### config.mk
export PLATFORM = sky130hd
export DESIGN_NAME = escaped_spi_command_framer
export DESIGN_NICKNAME = d
export VERILOG_FILES = /design/src/sv/escfr_pkg.sv /design/src/sv/escfr_front.sv /design/src/sv/escfr_queue.sv /design/src/sv/escfr_back.sv /design/src/sv/escaped_spi_command_framer.sv
export SDC_FILE = /design/constraint.sdc
export NUM_CORES = 1
export LEC_CHECK = 0
export BUFFER_PORTS_ARGS = -buffer_cell sky130_fd_sc_hd__clkbuf_2
export CAP_MARGIN = 40
export CORE_MARGIN = 10
export CORE_UTILIZATION = 40
export CTS_BUF_LIST = sky130_fd_sc_hd__clkbuf_8
export DETAILED_ROUTE_END_ITERATION = 16
export GPL_ROUTABILITY_DRIVEN = 0
export SLEW_MARGIN = 20
export SYNTH_ARGS = -nofsm -noshare
export SYNTH_HDL_FRONTEND = slang
export SYNTH_HIERARCHICAL = 1
export SYNTH_SLANG_ARGS = --single-unit
### constraint.sdc
create_clock -name clk -period 7.6 [get_ports clk]
set_input_delay 0.76 -clock clk [delete_from_list [all_inputs] [get_ports clk]]
set_output_delay 0.76 -clock clk [all_outputs]
set_load 0.005 [all_outputs]
### src/sv/escfr_pkg.sv
`default_nettype none
package escfr_pkg;

	localparam int unsigned QDepth = 4;
	localparam int unsigned QPtrW  = $clog2(QDepth);
	localparam int unsigned QCntW  = $clog2(QDepth + 1);
	localparam int unsigned MaxBytes = 4;

	localparam logic [7:0] EscMask   = 8'hFC;
	localparam logic [7:0] EscMark   = 8'h10;
	localparam logic [5:0] SixBits   = 6'h3F;
	localparam logic [7:0] CsAssert  = 8'h82;
	localparam logic [7:0] CsRelease = 8'h80;
	localparam logic [7:0] LowTwo    = 8'h03;

	typedef enum logic [1:0] {
		OP_BEGIN   = 2'd0,
		OP_PAYLOAD = 2'd1,
		OP_END     = 2'd2,
		OP_NONE    = 2'd3
	} op_t;

	// one classified item: the bytes to send and the index of its last byte
	typedef struct packed {
		logic [MaxBytes-1:0][7:0] bytes;
		logic [1:0]               last_idx;
	} desc_t;

	typedef struct packed {
		logic  valid;
		desc_t desc;
	} q_head_t;

	function automatic logic is_reserved(input logic [7:0] b);
		return (b & EscMask) == EscMark;
	endfunction

endpackage
`default_nettype wire

### src/sv/escfr_front.sv
`default_nettype none
module escfr_front import escfr_pkg::*; (
	input  wire logic [1:0]  opcode,
	input  wire logic [7:0]  payload_byte,
	input  wire logic [11:0] read_count,
	output desc_t            desc,
	output logic             has_bytes
);

	op_t        op;
	logic [7:0] hi;
	logic [7:0] lo;

	assign op = op_t'(opcode);
	assign hi = {2'b00, read_count[11:6] & SixBits};
	assign lo = {2'b00, read_count[5:0] & SixBits};

	always_comb begin
		desc      = '0;
		has_bytes = 1'b1;
		unique case (op)
			OP_BEGIN: begin
				desc.last_idx = 2'd3;
				desc.bytes[3] = CsAssert;
				if (is_reserved(lo)) begin
					desc.bytes[0] = hi;
					desc.bytes[1] = EscMark;
					desc.bytes[2] = lo & LowTwo;
				end else begin
					desc.bytes[0] = 8'h00;
					desc.bytes[1] = hi;
					desc.bytes[2] = lo;
				end
			end
			OP_PAYLOAD: begin
				if (is_reserved(payload_byte)) begin
					desc.bytes[0] = EscMark;
					desc.bytes[1] = payload_byte & LowTwo;
					desc.last_idx = 2'd1;
				end else begin
					desc.bytes[0] = payload_byte;
					desc.last_idx = 2'd0;
				end
			end
			OP_END: begin
				desc.bytes[0] = CsRelease;
				desc.last_idx = 2'd0;
			end
			default: begin
				// unused opcode: drop the item
				has_bytes = 1'b0;
			end
		endcase
	end

endmodule
`default_nettype wire

### src/sv/escfr_queue.sv
`default_nettype none
module escfr_queue import escfr_pkg::*; (
	input  wire logic  clk,
	input  wire logic  arst_n,
	input  wire logic  push,
	input  wire desc_t push_desc,
	output logic       full,
	output q_head_t    head,
	input  wire logic  pop
);

	desc_t             entry_q [QDepth];
	logic [QPtrW-1:0]  wr_ptr_q;
	logic [QPtrW-1:0]  rd_ptr_q;
	logic [QCntW-1:0]  cnt_q;

	assign full       = cnt_q == QCntW'(QDepth);
	assign head.valid = cnt_q != '0;
	assign head.desc  = entry_q[rd_ptr_q];

	always_ff @(posedge clk) begin
		if (push) begin
			entry_q[wr_ptr_q] <= push_desc;
		end
	end

	always_ff @(posedge clk or negedge arst_n) begin
		if (!arst_n) begin
			wr_ptr_q <= '0;
			rd_ptr_q <= '0;
			cnt_q    <= '0;
		end else begin
			if (push) begin
				wr_ptr_q <= wr_ptr_q + 1'b1;
			end
			if (pop) begin
				rd_ptr_q <= rd_ptr_q + 1'b1;
			end
			if (push && !pop) begin
				cnt_q <= cnt_q + 1'b1;
			end else if (pop && !push) begin
				cnt_q <= cnt_q - 1'b1;
			end
		end
	end

endmodule
`default_nettype wire

### src/sv/escfr_back.sv
`default_nettype none
module escfr_back import escfr_pkg::*; (
	input  wire logic    clk,
	input  wire logic    arst_n,
	input  wire q_head_t head,
	output logic         pop,
	output logic         m_tvalid,
	input  wire logic    m_tready,
	output logic [7:0]   m_tdata,
	output logic         m_tlast
);

	logic [1:0] idx_q;
	logic       vld_q;
	logic [7:0] byte_q;
	logic       last_q;
	logic       load;
	logic       is_last;

	assign load    = (!vld_q || m_tready) && head.valid;
	assign is_last = idx_q == head.desc.last_idx;
	assign pop     = load && is_last;

	assign m_tvalid = vld_q;
	assign m_tdata  = byte_q;
	assign m_tlast  = last_q;

	always_ff @(posedge clk) begin
		if (load) begin
			byte_q <= head.desc.bytes[idx_q];
			last_q <= is_last;
		end
	end

	always_ff @(posedge clk or negedge arst_n) begin
		if (!arst_n) begin
			vld_q <= 1'b0;
			idx_q <= '0;
		end else begin
			if (load) begin
				vld_q <= 1'b1;
			end else if (m_tready) begin
				vld_q <= 1'b0;
			end
			// advance within the item, restart on the next one
			if (load) begin
				idx_q <= is_last ? 2'd0 : idx_q + 2'd1;
			end
		end
	end

endmodule
`default_nettype wire

### src/sv/escaped_spi_command_framer.sv
// Bytes of a taken beat are registered in the descriptor queue, then in the output stage.
// Throughput: one output byte per cycle while m_tready is high; an item yields 1..4 bytes.
// Input beats are taken every cycle while the 4-entry descriptor queue has room.
// Reset (arst_n low, async): queue emptied, output invalid, byte index zeroed; no other state.
`default_nettype none
module escaped_spi_command_framer import escfr_pkg::*; (
	input  wire logic        clk,
	input  wire logic        arst_n,
	input  wire logic        s_tvalid,
	output logic             s_tready,
	input  wire logic [23:0] s_tdata,  // [7:0] payload_byte, [19:8] read_count, [23:20] zero
	input  wire logic [1:0]  s_tuser,  // [1:0] opcode
	output logic             m_tvalid,
	input  wire logic        m_tready,
	output logic [7:0]       m_tdata,  // [7:0] out_byte
	output logic             m_tlast
);

	desc_t   desc;
	logic    has_bytes;
	logic    full;
	logic    push;
	logic    pop;
	q_head_t head;

	escfr_front u_front (
		.opcode       (s_tuser),
		.payload_byte (s_tdata[7:0]),
		.read_count   (s_tdata[19:8]),
		.desc         (desc),
		.has_bytes    (has_bytes)
	);

	assign s_tready = !full;
	assign push     = s_tvalid && s_tready && has_bytes;

	escfr_queue u_queue (
		.clk       (clk),
		.arst_n    (arst_n),
		.push      (push),
		.push_desc (desc),
		.full      (full),
		.head      (head),
		.pop       (pop)
	);

	escfr_back u_back (
		.clk      (clk),
		.arst_n   (arst_n),
		.head     (head),
		.pop      (pop),
		.m_tvalid (m_tvalid),
		.m_tready (m_tready),
		.m_tdata  (m_tdata),
		.m_tlast  (m_tlast)
	);

endmodule
`default_nettype wire

==> results.tsv <==
stage	metric	value	unit
power_and_ir_drop	power.density	351	nW/um^2
cells_and_area	antenna_cells	0	
global_route	grt_pass1_wl	17800	microns
synth	yosysSeqAreaShare	0.722	
place	dp_hpwl	6680	microns
synth	synth_edf_count	145	
synth	synth_compound_area_frac	0.0208	
cts	clock-sinks	155	
power_and_ir_drop	p_comb_frac	0.275	
place	numPortBuffers	36	
outcome	outcome	completed	
floorplan	fp-row-count	46	
setup_path	startpoint_type	register	
setup_path	path_class	register to register	
floorplan	core	15800	sq um
power_and_ir_drop	p_sw	0.703	mW
setup_path	cp_data_arrival_time	3620	ps
route	drc	0	
floorplan	die_w	146	microns
cts	ctsResizeCount	0	
route	first_pass_iters	4	
power_and_ir_drop	p_clk_frac	0.247	
setup_path	critPathMaxFanout	36	
cts	cts.reportedPaths.clkPinSlew	80	ps
route	top_layer	met4	
global_route	track_usage	0.110	
cts	ctsHoldBuffers	0	
synth	synthTopCellsByArea	edfxtp_1, mux4_2, dfrtp_1	
floorplan	start_util	0.404	
timing	finalWorstSetupSlack	4290	ps
timing	relSlewSlack	0.463	
synth	yosysMostFrequentCell	edfxtp_1	
synth	synth_common_cells	edfxtp_1, mux4_2, and2_1	
cells_and_area	drive_above_1_share	0.322	
cells_and_area	fin_cells	579	
synth	synth_fa_ha_area_frac	0.0130	
cells_and_area	syn_to_final_growth	11.8	%
place	place_area	6710	sq um
synth	synth_cells	301	
timing	skew	10.0	ps
synth	synth_top_area_cell	edfxtp_1	
synth	synth-seq-cells	155	
power_and_ir_drop	p_sw_frac	0.281	
power_and_ir_drop	peakVddDrop	0.000178	V
route	route.detailed.wl_per_inst	19.7	microns
route	wl_met2	5600	microns
cts	post_cts_buffers	0	
synth	muxShareOfSynthArea	0.155	
cells_and_area	multi_input_area	1570	sq um
synth	synth-async-reset-ratio	0.0645	
global_route	grt_start_max_net_pins	37	
hold_path	hold_class	input pin to asynchronous set/reset pin	
route	vias	2909	
setup_path	cp-end-kind	register	
cells_and_area	seq_area	4610	sq um
route	drt-initial-drc-count	220	
route	antenna_left	0	
cts	tritoncts	built	
synth	synth_ff_type	edfxtp_1	
setup_path	worstPathRequired	7910	ps
timing	period_minus_slack	3310	ps
cts	h-tree-depth	4	
cts	cts_made_buffers	17	
global_route	antenna_found_initial	0	
power_and_ir_drop	p_seq_frac	0.478	
cells_and_area	final_nets	386	
timing	worst_pin_slew	803	ps
timing	drv_slew	0	
floorplan	die_height	146	microns
synth	synth_area_per_cell	21.2	sq um
route	wl_met3	729	microns
route	wl	11400	microns
job	drv_cap	0	
route	vias_per_cell	5.02	
cts	insertion_delay	430	ps
timing	period_share	0.435	
synth	synth-simple-area-share	0.0400	
timing	hold_viol	0	
global_route	grt_pass1_vias	3195	
timing	tns	0	ps
floorplan	die-area	21400	sq um
power_and_ir_drop	internal-power	1.80	mW
place	dpl_worst_slack	4240	ps
synth	synth_top_family_by_area	multiplexers	
route	met1Wirelength	4950	microns
synth	synthXorXnorAreaFrac	0.0110	
synth	synthesis.area	6370	sq um
power_and_ir_drop	p_leak	2.45	nW
place	placedCellCount	546	
cells_and_area	fill_cells	1404	
timing	rsz0062_at_grt	no	
timing	fmax	0.302	GHz
timing	setup_violations	0	
synth	yosysWarningCount	6	
synth	yosysUniqueCellTypes	40	
cts	clockBufferDepth	2	
global_route	grt-ovfl-total	0	
cts	root_buffer	clkbuf_8	
synth	synth_top_cell_area_share	0.683	
floorplan	pin_count	41	
cells_and_area	fin_util	0.452	
cells_and_area	fin_area	7130	sq um
-- placed cells by master, fill, tap and decap left out, types with 3 or more instances in the layout --
master and n:
nand2_1 7, o21ai_0 3, ha_1 5, bufinv_16 3, clkinv_4 4, edfxtp_1 145
clkbuf_8 17, clkbuf_2 36, mux4_2 34, dfrtp_1 9, inv_1 10, mux4_1 8
conb_1 10, xor2_1 6, buf_4 6, and2_1 16
-- state kept, by name, summed over array words and instances (netlist names) --
name and count:
u_queue/cnt_q 3, u_queue/entry_q 136, u_back/m_tlast 1, u_queue/rd_ptr_q 2, u_back/idx_q 2, u_queue/wr_ptr_q 2, u_back/m_tdata 8, u_back/m_tvalid 1
-- layer usage --
metal | vias up | track usage
li1 | 1305 | -
met1 | 1511 | 0.137
met2 | 85 | 0.178
met3 | 8 | 0.0362
met4 | 0 | 0.0370
met5 | - | 0
-- metrics by stage --
stage | hold WS [ps] | total power, mW
finish | 187 | 2.50
detailed placement | 482 | 1.92
global placement | 467 | 1.89
CTS | 161 | 2.53
floorplan | 449 | 1.75
global route | 168 | 2.64
-- critical path, stage by stage (launching register included) --
cell     delay, ps
dfrtp_2        340
buf_4          570
mux4_1         700
xor2_1         180
nor2_1         170
and2_1         200
inv_1           60
ha_1           190
inv_1           70
fa_1           410
mux2_2         270
-- path summary, 6_finish.rpt --
kind,startpoint,endpoint,slack [ps],cells after the start
worst max-delay path,u_queue/rd_ptr_q[0]$_DFFE_PN0P_,u_queue/cnt_q[1]$_DFFE_PN0P_,4290,10
worst min-delay path,arst_n,u_queue/cnt_q[1]$_DFFE_PN0P_,190,1
worst max register to register,u_queue/rd_ptr_q[0]$_DFFE_PN0P_,u_queue/cnt_q[1]$_DFFE_PN0P_,4290,10
worst min register to register,u_queue/cnt_q[2]$_DFFE_PN0P_,u_queue/cnt_q[2]$_DFFE_PN0P_,500,1
max in group asynchronous,arst_n,u_queue/rd_ptr_q[0]$_DFFE_PN0P_,7190,1
min in group clk,u_queue/cnt_q[2]$_DFFE_PN0P_,u_queue/cnt_q[2]$_DFFE_PN0P_,500,1
-- final cells by class --
class,instances,share of cell area
tap,216,0.0379
multi-input combinational,123,0.220
inverter,9,0.00474
clock buffer,17,0.0328
timing repair buffer,44,0.0344
sequential,155,0.646
clock inverter,15,0.0246
-- logic make-up after synthesis --
kind of cell / after synthesis
flops: 155
mux: 43
simple gates: 39
buf+inv: 32
compound gates: 17
xor+xnor: 8
fa+ha+maj: 6
other cells: 1
-- power groups by stage --
stage	Sequential (mW)	Clock [mW]	Combinational (mW)
6_report	1.19	0.617	0.689
5_1_grt	1.21	0.668	0.761
4_1_cts	1.21	0.634	0.691
3_5_place_dp	1.22	0	0.690
3_3_place_gp	1.22	0	0.677
2_1_floorplan	1.19	0	0.565
No activity file was read; power rests on OpenSTA's default activity.
